`src/hdl/fifo_page_replacement_macros.svh`:
```
`ifndef FIFO_PAGE_REPLACEMENT_MACROS_SVH
`define FIFO_PAGE_REPLACEMENT_MACROS_SVH

// clocked check, disabled while the active-low reset is asserted
`define FPR_ASSERT_CLK(lbl, clk, rst_n, prop, msg) \
    lbl: assert property (@(posedge clk) disable iff (!rst_n) prop) else $error(msg);

// same check on the block clock and reset
`define FPR_ASSERT(lbl, prop, msg) `FPR_ASSERT_CLK(lbl, i_clk, i_rst_n, prop, msg)

`endif

```
`src/hdl/fpr_pkg.sv`:
```
`timescale 1ns / 1ps

package fpr_pkg;

    localparam int CFG_W      = 5;
    localparam int IN_PAGE_W  = 16;
    localparam int SLOT_OUT_W = 4;
    localparam int CNT_W      = 32;
    localparam int OUT_W      = 56;

    localparam logic [CFG_W-1:0] CFG_RESET = 5'd4;

    typedef struct packed {
        logic vld;
        logic hit;
        logic vic_valid;
    } t_tok_ctl;

endpackage

```
`src/hdl/fifo_page_replacement.sv`:
```
`timescale 1ns / 1ps

// fifo page replacement unit
// s_axis carries one page reference per transfer (page number in tdata[15:0]).
// m_axis returns one result per reference: fault flag, frame slot, eviction
// flag, evicted page and the saturating fault count.
// i_cfg_wr_en / i_cfg_wr_data set the number of frames in use; write it only
// while idle and reset the block afterwards.
// the reference runs down a row of FRAMES cells, one cell per cycle; each cell
// holds one frame, compares it and picks up the victim page as the token passes.
// the result is registered in the output register at the end of the cell row;
// one reference is in flight at a time.
// a result waits in a one-entry holding register if the receiver stalls;
// s_axis_tready stays low until that result has moved to the output register.
// reset (synchronous, active low) empties all frames, clears the fault count
// and the replacement pointer, and sets frames in use to 4.
module fifo_page_replacement #(
    parameter int FRAMES    = 16,
    parameter int PAGE_BITS = 16
) (
    input  logic                            i_clk,
    input  logic                            i_rst_n,
    input  logic                            s_axis_tvalid,
    output logic                            s_axis_tready,
    // [15:0] page_number
    input  logic [fpr_pkg::IN_PAGE_W-1:0]   s_axis_tdata,
    output logic                            m_axis_tvalid,
    input  logic                            m_axis_tready,
    // [0] fault, [4:1] frame_slot, [5] evicted_valid, [21:6] evicted_page,
    // [53:22] fault_total, [55:54] zero
    output logic [fpr_pkg::OUT_W-1:0]       m_axis_tdata,
    input  logic                            i_cfg_wr_en,
    input  logic [fpr_pkg::CFG_W-1:0]       i_cfg_wr_data
);

    `include "fifo_page_replacement_macros.svh"

    localparam int CFG_W  = fpr_pkg::CFG_W;
    localparam int PW     = (PAGE_BITS < fpr_pkg::IN_PAGE_W) ? PAGE_BITS : fpr_pkg::IN_PAGE_W;
    localparam int IDX_W  = (FRAMES > 1) ? $clog2(FRAMES) : 1;
    localparam int SLOT_W = (IDX_W > CFG_W) ? IDX_W : CFG_W;
    localparam int CAP_MAX_I = (FRAMES > 31) ? 31 : FRAMES;
    localparam logic [CFG_W-1:0] CAP_MAX = CFG_W'(CAP_MAX_I);

    fpr_pkg::t_tok_ctl       w_ctl      [0:FRAMES];
    logic [PW-1:0]           w_page     [0:FRAMES];
    logic [SLOT_W-1:0]       w_hit_slot [0:FRAMES];
    logic [SLOT_W-1:0]       w_vic_slot [0:FRAMES];
    logic [PW-1:0]           w_vic_page [0:FRAMES];

    logic [CFG_W-1:0]        r_cfg;
    logic [CFG_W-1:0]        r_filled;
    logic [CFG_W-1:0]        n_filled;
    logic [CFG_W-1:0]        r_oldest;
    logic [CFG_W-1:0]        n_oldest;
    logic [fpr_pkg::CNT_W-1:0] r_cnt;
    logic [fpr_pkg::CNT_W-1:0] n_cnt;
    logic [CFG_W-1:0]        r_vic;
    logic                    r_full;
    logic                    r_busy;
    logic                    n_busy;
    logic                    r_ovalid;
    logic                    n_ovalid;
    logic                    r_pend_v;
    logic                    n_pend_v;
    logic [fpr_pkg::OUT_W-1:0] r_odata;
    logic [fpr_pkg::OUT_W-1:0] r_pend;
    logic [fpr_pkg::OUT_W-1:0] w_res;

    logic [CFG_W-1:0]        w_cap;
    logic [CFG_W-1:0]        w_oldest_eff;
    logic                    w_accept;
    logic                    w_done;
    logic                    w_hit;
    logic                    w_out_free;
    logic [SLOT_W-1:0]       w_slot;
    logic                    w_ev_v;
    logic [fpr_pkg::IN_PAGE_W-1:0] w_ev_page;
    logic [CFG_W:0]          w_vic_inc;

    assign s_axis_tready = !r_busy;
    assign w_accept      = s_axis_tvalid && !r_busy;
    assign w_out_free    = !r_ovalid || m_axis_tready;

    always_comb begin
        if (r_cfg == '0) begin
            w_cap = CFG_W'(1);
        end else if (r_cfg > CAP_MAX) begin
            w_cap = CAP_MAX;
        end else begin
            w_cap = r_cfg;
        end
        w_oldest_eff = (r_oldest >= w_cap) ? '0 : r_oldest;
    end

    // token launched into the first cell
    always_comb begin
        w_ctl[0].vld       = w_accept;
        w_ctl[0].hit       = 1'b0;
        w_ctl[0].vic_valid = 1'b0;
        w_page[0]          = s_axis_tdata[PW-1:0];
        w_hit_slot[0]      = '0;
        w_vic_slot[0]      = SLOT_W'(w_oldest_eff);
        w_vic_page[0]      = '0;
    end

    for (genvar g = 0; g < FRAMES; g++) begin : g_cell
        fpr_cell #(
            .PW     (PW),
            .SLOT_W (SLOT_W),
            .INDEX  (g)
        ) u_cell (
            .i_clk      (i_clk),
            .i_rst_n    (i_rst_n),
            .i_ctl      (w_ctl[g]),
            .i_page     (w_page[g]),
            .i_hit_slot (w_hit_slot[g]),
            .i_vic_slot (w_vic_slot[g]),
            .i_vic_page (w_vic_page[g]),
            .o_ctl      (w_ctl[g+1]),
            .o_page     (w_page[g+1]),
            .o_hit_slot (w_hit_slot[g+1]),
            .o_vic_slot (w_vic_slot[g+1]),
            .o_vic_page (w_vic_page[g+1]),
            .i_wr_en    (w_done && !w_hit),
            .i_wr_slot  (w_slot),
            .i_wr_page  (w_page[FRAMES])
        );
    end

    // completion of the reference at the end of the row
    always_comb begin
        w_done    = w_ctl[FRAMES].vld;
        w_hit     = w_ctl[FRAMES].hit;
        w_vic_inc = {1'b0, r_vic} + {{CFG_W{1'b0}}, 1'b1};
        if (w_hit) begin
            w_slot = w_hit_slot[FRAMES];
        end else if (r_full) begin
            w_slot = SLOT_W'(r_vic);
        end else begin
            w_slot = SLOT_W'(r_filled);
        end
        w_ev_v    = !w_hit && r_full && w_ctl[FRAMES].vic_valid;
        w_ev_page = w_ev_v ? fpr_pkg::IN_PAGE_W'(w_vic_page[FRAMES]) : '0;

        n_filled = r_filled;
        n_oldest = r_oldest;
        n_cnt    = r_cnt;
        if (w_done && !w_hit) begin
            if (r_full) begin
                n_oldest = (w_vic_inc >= {1'b0, w_cap}) ? '0 : w_vic_inc[CFG_W-1:0];
            end else begin
                n_filled = r_filled + CFG_W'(1);
            end
            if (r_cnt != '1) begin
                n_cnt = r_cnt + fpr_pkg::CNT_W'(1);
            end
        end
        w_res = {2'b00, n_cnt, w_ev_page, w_ev_v, w_slot[fpr_pkg::SLOT_OUT_W-1:0], !w_hit};
    end

    always_comb begin
        n_busy   = r_busy;
        n_ovalid = r_ovalid;
        n_pend_v = r_pend_v;
        if (w_accept) begin
            n_busy = 1'b1;
        end
        if (w_done) begin
            if (w_out_free) begin
                n_ovalid = 1'b1;
                n_busy   = 1'b0;
            end else begin
                n_pend_v = 1'b1;
            end
        end else if (r_pend_v && w_out_free) begin
            n_ovalid = 1'b1;
            n_pend_v = 1'b0;
            n_busy   = 1'b0;
        end else if (m_axis_tready) begin
            n_ovalid = 1'b0;
        end
    end

    always_ff @(posedge i_clk) begin
        if (!i_rst_n) begin
            r_cfg    <= fpr_pkg::CFG_RESET;
            r_filled <= '0;
            r_oldest <= '0;
            r_cnt    <= '0;
            r_full   <= 1'b0;
            r_busy   <= 1'b0;
            r_ovalid <= 1'b0;
            r_pend_v <= 1'b0;
        end else begin
            if (i_cfg_wr_en) begin
                r_cfg <= i_cfg_wr_data;
            end
            if (w_accept) begin
                r_full <= (r_filled >= w_cap);
            end
            r_filled <= n_filled;
            r_oldest <= n_oldest;
            r_cnt    <= n_cnt;
            r_busy   <= n_busy;
            r_ovalid <= n_ovalid;
            r_pend_v <= n_pend_v;
        end
    end

    always_ff @(posedge i_clk) begin
        if (w_accept) begin
            r_vic <= w_oldest_eff;
        end
        if (w_done && !w_out_free) begin
            r_pend <= w_res;
        end
        if (w_done && w_out_free) begin
            r_odata <= w_res;
        end else if (!w_done && r_pend_v && w_out_free) begin
            r_odata <= r_pend;
        end
    end

    assign m_axis_tvalid = r_ovalid;
    assign m_axis_tdata  = r_odata;

    `FPR_ASSERT(a_accept_sets_busy, w_accept |=> r_busy, "transfer accepted but block not busy")
    `FPR_ASSERT(a_token_only_busy, w_done |-> r_busy, "result token with no reference in flight")
    `FPR_ASSERT(a_pend_behind_out, r_pend_v |-> r_ovalid, "held result while output register empty")
    `FPR_ASSERT(a_filled_bound, r_filled <= CAP_MAX, "fill count beyond frame count")
    `FPR_ASSERT(a_evict_is_fault, (m_axis_tvalid && m_axis_tdata[5]) |-> m_axis_tdata[0], "eviction without fault")

endmodule

```
`src/hdl/fpr_cell.sv`:
```
`timescale 1ns / 1ps

module fpr_cell #(
    parameter int PW     = 16,
    parameter int SLOT_W = 5,
    parameter int INDEX  = 0
) (
    input  logic               i_clk,
    input  logic               i_rst_n,
    input  fpr_pkg::t_tok_ctl  i_ctl,
    input  logic [PW-1:0]      i_page,
    input  logic [SLOT_W-1:0]  i_hit_slot,
    input  logic [SLOT_W-1:0]  i_vic_slot,
    input  logic [PW-1:0]      i_vic_page,
    output fpr_pkg::t_tok_ctl  o_ctl,
    output logic [PW-1:0]      o_page,
    output logic [SLOT_W-1:0]  o_hit_slot,
    output logic [SLOT_W-1:0]  o_vic_slot,
    output logic [PW-1:0]      o_vic_page,
    input  logic               i_wr_en,
    input  logic [SLOT_W-1:0]  i_wr_slot,
    input  logic [PW-1:0]      i_wr_page
);

    localparam logic [SLOT_W-1:0] MY_SLOT = SLOT_W'(INDEX);

    logic [PW-1:0]     r_page;
    logic              r_valid;
    fpr_pkg::t_tok_ctl r_ctl;
    fpr_pkg::t_tok_ctl n_ctl;
    logic [PW-1:0]     r_tok_page;
    logic [SLOT_W-1:0] r_hit_slot;
    logic [SLOT_W-1:0] n_hit_slot;
    logic [SLOT_W-1:0] r_vic_slot;
    logic [PW-1:0]     r_vic_page;
    logic [PW-1:0]     n_vic_page;
    logic              w_match;
    logic              w_own_vic;
    logic              w_wr_here;

    assign w_match   = i_ctl.vld && !i_ctl.hit && r_valid && (r_page == i_page);
    assign w_own_vic = (i_vic_slot == MY_SLOT);
    assign w_wr_here = i_wr_en && (i_wr_slot == MY_SLOT);

    always_comb begin
        n_ctl.vld       = i_ctl.vld;
        n_ctl.hit       = i_ctl.hit || w_match;
        n_ctl.vic_valid = w_own_vic ? r_valid : i_ctl.vic_valid;
        n_hit_slot      = w_match ? MY_SLOT : i_hit_slot;
        n_vic_page      = w_own_vic ? r_page : i_vic_page;
    end

    always_ff @(posedge i_clk) begin
        if (!i_rst_n) begin
            r_valid <= 1'b0;
            r_ctl   <= '0;
        end else begin
            r_ctl <= n_ctl;
            if (w_wr_here) begin
                r_valid <= 1'b1;
            end
        end
    end

    always_ff @(posedge i_clk) begin
        r_tok_page <= i_page;
        r_hit_slot <= n_hit_slot;
        r_vic_slot <= i_vic_slot;
        r_vic_page <= n_vic_page;
        if (w_wr_here) begin
            r_page <= i_wr_page;
        end
    end

    assign o_ctl      = r_ctl;
    assign o_page     = r_tok_page;
    assign o_hit_slot = r_hit_slot;
    assign o_vic_slot = r_vic_slot;
    assign o_vic_page = r_vic_page;

endmodule
```
`config.mk`:
```
export PLATFORM = sky130hd
export DESIGN_NAME = fifo_page_replacement
export DESIGN_NICKNAME = d
export VERILOG_FILES = /design/src/hdl/fpr_pkg.sv /design/src/hdl/fifo_page_replacement.sv /design/src/hdl/fpr_cell.sv
export VERILOG_INCLUDE_DIRS = /design/src /design/src/hdl
export SDC_FILE = /design/constraint.sdc
export NUM_CORES = 1
export LEC_CHECK = 0
export ABC_AREA = 1
export BUFFER_PORTS_ARGS = -buffer_cell sky130_fd_sc_hd__buf_4
export CORE_ASPECT_RATIO = 1.25
export CORE_MARGIN = 2
export CORE_UTILIZATION = 35
export CTS_BUF_LIST = sky130_fd_sc_hd__clkbuf_8
export DETAILED_ROUTE_END_ITERATION = 10
export PLACE_DENSITY = 0.58
export SLEW_MARGIN = 5
export SYNTH_ARGS = -nofsm -noshare
export SYNTH_HDL_FRONTEND = slang
export SYNTH_SLANG_ARGS = --single-unit
```
`constraint.sdc`:
```
create_clock -name i_clk -period 4 [get_ports i_clk]
set_clock_uncertainty 0.1 [all_clocks]
set_input_delay 0.4 -clock i_clk [delete_from_list [all_inputs] [get_ports i_clk]]
set_output_delay 0.4 -clock i_clk [all_outputs]
set_load 0.01 [all_outputs]
```
==> impl_results.rst, run 1 <==
.. list-table::
   :header-rows: 1

   * - Metric
     - Value
   * - Pin count of the biggest net entering global routing
     - 60
   * - Async SR Flop Fraction
     - 0
   * - Netlist cell types
     - 50
   * - Sequential share of power
     - 0.560
   * - Number of iterations in the first detailed-routing pass
     - 5
   * - Clock insertion delay at the later pin of the skew report
     - 0.82 ns
   * - Synth top area share
     - 0.399
   * - Count of maximum capacitance violations
     - 0
   * - Wire length per cell
     - 15.2 µm
   * - Detailed Route Iter0 Violations
     - 1190
   * - Critical path peak fanout
     - 17
   * - Internal power contribution
     - 16.9 mW
   * - Width of the die
     - 298 µm
   * - Worst setup margin
     - 0.941 ns
   * - Kind of critical path
     - reg2reg
   * - Static Leak
     - 18.6 nW
   * - Final total negative setup slack
     - 0 ns
   * - Warning count from the yosys run
     - 0
   * - Fraction of the cycle the final worst path needs
     - 0.765
   * - Number of global-route vias before repair
     - 23300
   * - Input/output buffers
     - 81
   * - Cell Pwr Density
     - 491 nW/µm²
   * - Register bit total from synthesis
     - 1120
   * - Hold Violations, Final
     - 0
   * - Main area contributors after synthesis
     - sky130_fd_sc_hd__dfxtp_1 40%, sky130_fd_sc_hd__edfxtp_1 29%, sky130_fd_sc_hd__nand2_1 10%, sky130_fd_sc_hd__inv_1 3.5%, sky130_fd_sc_hd__xnor2_1 3.1%
   * - Main flop type after synthesis
     - sky130_fd_sc_hd__dfxtp_1
   * - Setup repair after global routing missed its margin
     - false
   * - Number of nets still failing antenna checks after routing
     - 0
   * - Number of sinks driven by the clock tree
     - 1120
   * - Arrival time of the worst setup path
     - 3.61 ns
   * - Routability Congestion
     - 0.843
   * - Via count
     - 23300
   * - Remaining Overflow, GRT
     - 0
   * - Global routing usage summed across all routing layers
     - 0.149
   * - Relative slew slack
     - 0.343
   * - Core Box Area
     - 107000 µm²
   * - Switch share
     - 0.215
   * - H-tree levels
     - 4
   * - Sequential fraction of the synthesis area
     - 0.693
   * - Clock buffer count from CTS
     - 175
   * - Vert. Die Dim
     - 371 µm
   * - Final setup viols
     - 0
   * - Mapped Area
     - 37700 µm²
   * - Routed Wire Length
     - 82100 µm
   * - Number of cells produced by synthesis
     - 3591
   * - DRC viols
     - 0
   * - Clk network pwr share
     - 0.424
   * - Path class of the lowest-slack min-delay path
     - in2reg
   * - Max Buffers Root-to-Sink
     - 3
   * - Number of antenna violations at the first check in global routing
     - 3
   * - Effective utilization at floorplan
     - 0.353
   * - EDFF count, synth
     - 369
   * - Die footprint
     - 110000 µm²
   * - Data required time at the worst endpoint
     - 4.55 ns
   * - Startpoint class of the critical path
     - register
   * - Slew Viols, Final
     - 0
   * - Portion of total power attributed to combinational logic
     - 0.016
   * - Maximum clock frequency
     - 327 MHz
   * - DPL Wire Length
     - 59900 µm
   * - Worst IR Drop VDD
     - 0.295 mV
   * - Run status
     - complete, no violations
   * - Post-synth top area cell
     - sky130_fd_sc_hd__dfxtp_1
   * - Share of layout cells above drive strength 1
     - 0.114
   * - CTS tree
     - built
   * - Switching power
     - 4.61 mW
   * - Clock tree root driver cell
     - sky130_fd_sc_hd__clkbuf_8
   * - Final-stage net count
     - 3868
   * - Post-synthesis area per instance
     - 10.5 µm²
   * - Cell row count
     - 134
   * - Synthesis-to-layout area growth
     - 16.0%
   * - Per-cell via count in the routed design
     - 4.31
   * - Worst-margin pin slew
     - 0.984 ns
   * - Setup WS pre-CTS
     - 0.935 ns
   * - Register clock-pin slew on the reported worst setup and hold paths
     - 0.06 ns
   * - Crit end category
     - register
   * - First-pass GRT wire length
     - 127000 µm
   * - Post-layout minimum cycle time
     - 3.06 ns
   * - I/O pins
     - 84
[Yosys cell counts (3+ instances only)]
cell / number
sky130_fd_sc_hd__nand4_2: 7
sky130_fd_sc_hd__nor2_2: 4
sky130_fd_sc_hd__nor3_1: 44
sky130_fd_sc_hd__nand3_1: 120
sky130_fd_sc_hd__o21ai_0: 148
sky130_fd_sc_hd__a21oi_1: 95
sky130_fd_sc_hd__a31oi_1: 5
sky130_fd_sc_hd__nor3b_1: 17
sky130_fd_sc_hd__ha_1: 18
sky130_fd_sc_hd__nor2_4: 5
sky130_fd_sc_hd__nand2_2: 11
sky130_fd_sc_hd__nand3_2: 5
sky130_fd_sc_hd__nand2_1: 1025
sky130_fd_sc_hd__o21bai_1: 3
sky130_fd_sc_hd__nand3b_1: 3
sky130_fd_sc_hd__xor2_1: 48
sky130_fd_sc_hd__buf_4: 3
sky130_fd_sc_hd__inv_2: 4
sky130_fd_sc_hd__clkbuf_1: 73
sky130_fd_sc_hd__o21ai_1: 6
sky130_fd_sc_hd__inv_1: 352
sky130_fd_sc_hd__o21ai_2: 4
sky130_fd_sc_hd__buf_2: 8
sky130_fd_sc_hd__and2_1: 13
sky130_fd_sc_hd__and3_1: 6
sky130_fd_sc_hd__o22ai_1: 3
sky130_fd_sc_hd__nor2_1: 186
sky130_fd_sc_hd__nand4_1: 38
sky130_fd_sc_hd__xnor2_1: 134
sky130_fd_sc_hd__dfxtp_1: 751
sky130_fd_sc_hd__edfxtp_1: 369
sky130_fd_sc_hd__or2_2: 57
[routing by layer]
metal  part of all wire  routed length [µm]  track usage
met1               0.40               32700        0.157
met2               0.53               43600        0.282
met3              0.035                2830       0.0291
met4              0.036                2940       0.0683
met5                  0                   0            0
[kinds of logic after synthesis]
group                      synth area share
buffers and inverters                0.0454
other                             0.0000995
DFF                                   0.693
and+or+nand+nor                       0.176
adders and majority gates           0.00597
AOI/OAI and AO/OA                    0.0376
xor gates and xnor gates             0.0427
[placed cells by master, fill, tap and decap left out, types with 95 or more instances in the layout]
cell type,Yosys,final
sky130_fd_sc_hd__a21oi_1,95,95
sky130_fd_sc_hd__nand3_1,120,120
sky130_fd_sc_hd__inv_1,352,425
sky130_fd_sc_hd__o21ai_0,148,148
sky130_fd_sc_hd__edfxtp_1,369,369
sky130_fd_sc_hd__nand2_1,1025,1025
sky130_fd_sc_hd__nor2_1,186,184
sky130_fd_sc_hd__buf_4,3,106
sky130_fd_sc_hd__clkbuf_8,0,203
sky130_fd_sc_hd__dfxtp_1,751,751
sky130_fd_sc_hd__xnor2_1,134,134
[metrics by stage]
stage	area, µm²	instances	hold slack [ns]	total power, mW	utilization
floorplan	37700	3592	0.223	12.4	-
global placement	40000	5039	0.227	12.6	0.374
detailed placement	40000	5039	0.230	12.6	0.374
CTS	43700	5401	0.0727	21.7	0.410
global route	43700	5402	0.105	22.3	0.410
finish	43700	5403	0.155	21.5	0.410
[registers in the layout (all words and copies together), names as in the netlist]
signal                    flops
g_cell.u_cell.o_ctl          48
g_cell.u_cell.o_hit_slot     49
g_cell.u_cell.o_page        256
g_cell.u_cell.o_vic_page    256
g_cell.u_cell.o_vic_slot     75
g_cell.u_cell.r_page        256
g_cell.u_cell.r_valid        16
m_axis_tdata                 54
m_axis_tvalid                 1
r_busy                        1
r_cfg                         5
r_cnt                        32
r_filled                      5
r_full                        1
r_oldest                      5
r_pend                       54
r_pend_v                      1
r_vic                         5
[area by class of cell]
class,count,area (µm²)
Multi-Input combinational cell,2026,9890
Clock buffer,203,2790
Inverter,358,1340
Fill cell,10400,63100
Tap cell,1428,1790
Clock inverter,123,631
Antenna cell,2,5.00
Timing Repair Buffer,143,1180
Sequential cell,1120,26100
[worst max-delay path, cell delays in order (launching register included)]
cell	delay [ns]
sky130_fd_sc_hd__dfxtp_1	0.32
sky130_fd_sc_hd__or4_1	0.53
sky130_fd_sc_hd__o21ai_0	0.34
sky130_fd_sc_hd__ha_1	0.30
sky130_fd_sc_hd__o21ai_0	0.17
sky130_fd_sc_hd__o21ai_0	0.10
sky130_fd_sc_hd__nor2_1	0.14
sky130_fd_sc_hd__inv_1	0.11
sky130_fd_sc_hd__nor2_1	0.19
sky130_fd_sc_hd__nor2_1	0.06
sky130_fd_sc_hd__nand2_1	0.46
sky130_fd_sc_hd__nor2_1	0.09
[path summary, 6_finish.rpt]
| path | start | end | slack [ns] | depth (start not counted) |
|---|---|---|---|---|
| max | r_cfg[0] | g_cell[0].u_cell.o_vic_page[15] | 0.94 | 11 |
| max reg2reg | r_cfg[0] | g_cell[0].u_cell.o_vic_page[15] | 0.94 | 11 |
| min reg2reg | g_cell[4].u_cell.o_vic_slot[0] | g_cell[5].u_cell.o_vic_slot[0] | 0.24 | 0 |
| min | s_axis_tdata[4] | g_cell[0].u_cell.o_page[4] | 0.16 | 2 |
[power by group through the flow]
stage	clock network (mW)	logic [mW]	registers (mW)
floorplan	0	0.200	12.2
global placement	0	0.322	12.3
global route	9.87	0.384	12.0
finish	9.10	0.351	12.0
CTS	9.36	0.355	12.0
detailed placement	0	0.325	12.3
[repair_timing]
| item | 4_1_cts | 5_1_grt |
|---|---|---|
| hold buffers | 36 | 0 |
| resized for setup | 0 | 0 |
| endpoints found under the hold margin | 60 | 0 |
| setup buffers | 0 | 0 |
No activity file was read; power rests on OpenSTA's default activity.
==> run 2: changes to the inputs <==
==> constraint.sdc (replaced) <==
create_clock -name i_clk -period 3 [get_ports i_clk]
set_clock_uncertainty 0.1 [all_clocks]
set_input_delay 0.3 -clock i_clk [delete_from_list [all_inputs] [get_ports i_clk]]
set_output_delay 0.3 -clock i_clk [all_outputs]
set_load 0.01 [all_outputs]
==> run 2 against run 1 <==
Die area stayed put. Final area up 0.78%. Core utilization is 0.32 points higher. Maximum frequency rose by 13%. Combinational power increased by 30%. First-iteration DRC count shrank 4.3%. Wire length fell by 1.9%. Power is 35% higher. Sequential cell count did not move. Critical path depth is 1 higher. Worst setup slack got worse by 0.64 ns. Largest power group unchanged.
==> impl_results.rst, run 2 (synthesis results as in run 1) <==
.. list-table::
   :header-rows: 1

   * - Metric
     - Value
   * - Cell Pwr Density
     - 657 nW/µm² (+34%)
   * - Cell row count
     - 134 (unchanged)
   * - Maximum clock frequency
     - 370 MHz (+13%)
   * - Global routing usage summed across all routing layers
     - 0.146 (-0.00205)
   * - Hold Violations, Final
     - 0 (unchanged)
   * - Share of layout cells above drive strength 1
     - 0.121 (+0.00716)
   * - Crit end category
     - register
   * - Worst hold slack after final layout
     - 0.0920 ns (-0.0631 ns)
   * - Number of cells in the finished layout apart from fillers
     - 5423 (+0.37%)
   * - Number of nets still failing antenna checks after routing
     - 0 (unchanged)
   * - Setup slack of the most critical reg-to-reg path
     - 0.30 ns (-0.64 ns)
   * - DRC viols
     - 0 (unchanged)
   * - Portion of total power attributed to combinational logic
     - 0.016 (about the same)
   * - Worst IR Drop VDD
     - 0.425 mV (+44%)
   * - Clk network pwr share
     - 0.430 (+0.006)
   * - Width of the die
     - 298 µm (unchanged)
   * - Placed cell count
     - 5058 (+0.38%)
   * - Via count
     - 23200 (-0.14%)
   * - Path class of the lowest-slack min-delay path
     - in2reg
   * - Fraction of the cycle the final worst path needs
     - 0.901 (+0.137)
   * - Routed Wire Length
     - 80500 µm (-1.9%)
   * - Detailed Route Iter0 Violations
     - 1139 (-4.3%)
   * - Synthesis-to-layout area growth
     - 16.9%
   * - DPL Wire Length
     - 59700 µm (-0.43%)
   * - Wire length per cell
     - 14.9 µm (-2.3%)
   * - Die footprint
     - 110000 µm² (unchanged)
   * - Relative slew slack
     - 0.299 (-0.0442)
   * - Clock insertion delay at the later pin of the skew report
     - 0.81 ns (about the same)
   * - Commonest non-fill, non-tap cell in the layout
     - sky130_fd_sc_hd__nand2_1
   * - Number of sinks driven by the clock tree
     - 1120 (unchanged)
   * - Startpoint class of the critical path
     - register
   * - End of the worst register-to-register path
     - g_cell[0].u_cell.o_vic_page[11]
   * - Critical path destination
     - g_cell[0].u_cell.o_vic_page[11]
   * - Internal power contribution
     - 22.7 mW (+35%)
   * - Core Box Area
     - 107000 µm² (unchanged)
   * - Critical path peak fanout
     - 17 (unchanged)
   * - Logic depth of the worst register-to-register path
     - 12 (+1)
   * - R2r startpoint
     - r_cfg[0]
   * - Number of iterations in the first detailed-routing pass
     - 5 (unchanged)
   * - Data required time at the worst endpoint
     - 3.57 ns (-0.98 ns)
   * - Final-stage net count
     - 3890 (+0.57%)
   * - Input/output buffers
     - 81 (unchanged)
   * - Pin count of the biggest net entering global routing
     - 65 (+8.3%)
   * - Effective utilization at floorplan
     - 0.353 (unchanged)
   * - I/O pins
     - 84 (unchanged)
   * - Register clock-pin slew on the reported worst setup and hold paths
     - 0.06 ns (about the same)
   * - Max Buffers Root-to-Sink
     - 3 (unchanged)
   * - H-tree levels
     - 4 (unchanged)
   * - Switch share
     - 0.214 (-0.000499)
   * - Final total negative setup slack
     - 0 ns (unchanged)
   * - Worst-margin pin slew
     - 1.05 ns (+0.0663 ns)
   * - Run status
     - complete, no violations
   * - First-pass GRT wire length
     - 126000 µm (-0.29%)
   * - Leading cell types in the layout, fill and taps excluded
     - 1025 x sky130_fd_sc_hd__nand2_1, 751 x sky130_fd_sc_hd__dfxtp_1, 408 x sky130_fd_sc_hd__inv_1
   * - Number of antenna violations at the first check in global routing
     - 2 (-1)
   * - Number of global-route vias before repair
     - 23300 (-0.013%)
   * - Switching power
     - 6.20 mW (+35%)
   * - Setup repair after global routing missed its margin
     - false
   * - Slew Viols, Final
     - 0 (unchanged)
   * - Post-CTS Setup Repair Bufs
     - 0 (unchanged)
   * - Count of maximum capacitance violations
     - 0 (unchanged)
   * - Post-layout minimum cycle time
     - 2.70 ns (-0.355 ns)
   * - Routability Congestion
     - 0.873 (+3.5%)
   * - Vert. Die Dim
     - 371 µm (unchanged)
   * - Kind of critical path
     - reg2reg
   * - Remaining Overflow, GRT
     - 0 (unchanged)
   * - Arrival time of the worst setup path
     - 3.28 ns (-0.33 ns)
   * - Final setup viols
     - 0 (unchanged)
   * - Per-cell via count in the routed design
     - 4.28 (-0.51%)
   * - Clock tree root driver cell
     - sky130_fd_sc_hd__clkbuf_8
   * - Clock buffer count from CTS
     - 174 (-0.57%)
   * - CTS tree
     - built
   * - Sequential share of power
     - 0.554 (-0.006)
   * - Static Leak
     - 18.8 nW (+0.67%)
   * - CP startpoint
     - r_cfg[0]
[run 2: cell type report]
type                       instances  area [µm²]
antenna                            1        2.50
clock buffer                     212        2920
clock inverter                   112         628
fill                           10400       62700
inverter                         358        1340
multi-input combinational       2026        9890
sequential                      1120       26100
tap                             1428        1790
timing repair buffer             166        1400
[run 2: worst max-delay path, stage by stage (launching register included)]
cell and delay [ns]:
sky130_fd_sc_hd__dfxtp_1 0.32, sky130_fd_sc_hd__or4_1 0.53, sky130_fd_sc_hd__o21ai_0 0.25, sky130_fd_sc_hd__ha_1 0.28, sky130_fd_sc_hd__o21ai_0 0.16, sky130_fd_sc_hd__o21ai_0 0.10, sky130_fd_sc_hd__nor2_1 0.12, sky130_fd_sc_hd__inv_1 0.11
sky130_fd_sc_hd__nor2_1 0.23, sky130_fd_sc_hd__nor2_1 0.08, sky130_fd_sc_hd__nand2_1 0.11, sky130_fd_sc_hd__buf_12 0.16, sky130_fd_sc_hd__nor2_1 0.04
[run 2: how the worst min path moves through the flow]
stage                                   start                              end  slack, ns  cells past startpoint
6_report                      s_axis_tdata[5]       g_cell[0].u_cell.o_page[5]       0.09                      2
5_1_grt                      s_axis_tdata[10]      g_cell[0].u_cell.o_page[10]       0.04                      2
4_1_cts                       s_axis_tdata[1]       g_cell[0].u_cell.o_page[1]      0.002                      2
3_5_place_dp   g_cell[6].u_cell.o_vic_slot[0]   g_cell[7].u_cell.o_vic_slot[0]       0.23                      0
3_3_place_gp   g_cell[4].u_cell.o_vic_slot[2]   g_cell[5].u_cell.o_vic_slot[2]       0.23                      0
2_1_floorplan  g_cell[9].u_cell.o_vic_slot[3]  g_cell[10].u_cell.o_vic_slot[3]       0.22                      0
[run 2: metal layers]
| metal | global-route usage | share of wire |
|---|---|---|
| met1 | 0.156 | 0.40 |
| met2 | 0.281 | 0.54 |
| met3 | 0.0260 | 0.033 |
| met4 | 0.0620 | 0.031 |
| met5 | 0 | 0 |
[run 2: power groups by stage]
| stage | Clock, mW | Combinational [mW] | Sequential (mW) |
|---|---|---|---|
| after global placement | 0 | 0.412 | 16.4 |
| after global routing | 13.5 | 0.504 | 16.1 |
| after floorplan | 0 | 0.266 | 16.3 |
| after CTS | 12.8 | 0.460 | 16.0 |
| after detailed placement | 0 | 0.415 | 16.4 |
| final | 12.5 | 0.455 | 16.0 |
[run 2: repair_timing]
action,4_1_cts,5_1_grt
setup endpoints to repair,0,0
hold buffers,40,0
gates resized for setup,0,0
hold endpoints to repair,74,0
[run 2: metrics by stage]
stage | utilization | setup WS (ns) | cell area [µm²] | power [mW]
2_1_floorplan | - | 0.406 | 37700 | 16.5
3_3_place_gp | 0.376 | 0.329 | 40100 | 16.8
3_5_place_dp | 0.376 | 0.302 | 40100 | 16.8
4_1_cts | 0.413 | 0.281 | 44100 | 29.3
5_1_grt | 0.413 | 0.0686 | 44100 | 30.1
6_report | 0.413 | 0.296 | 44100 | 28.9
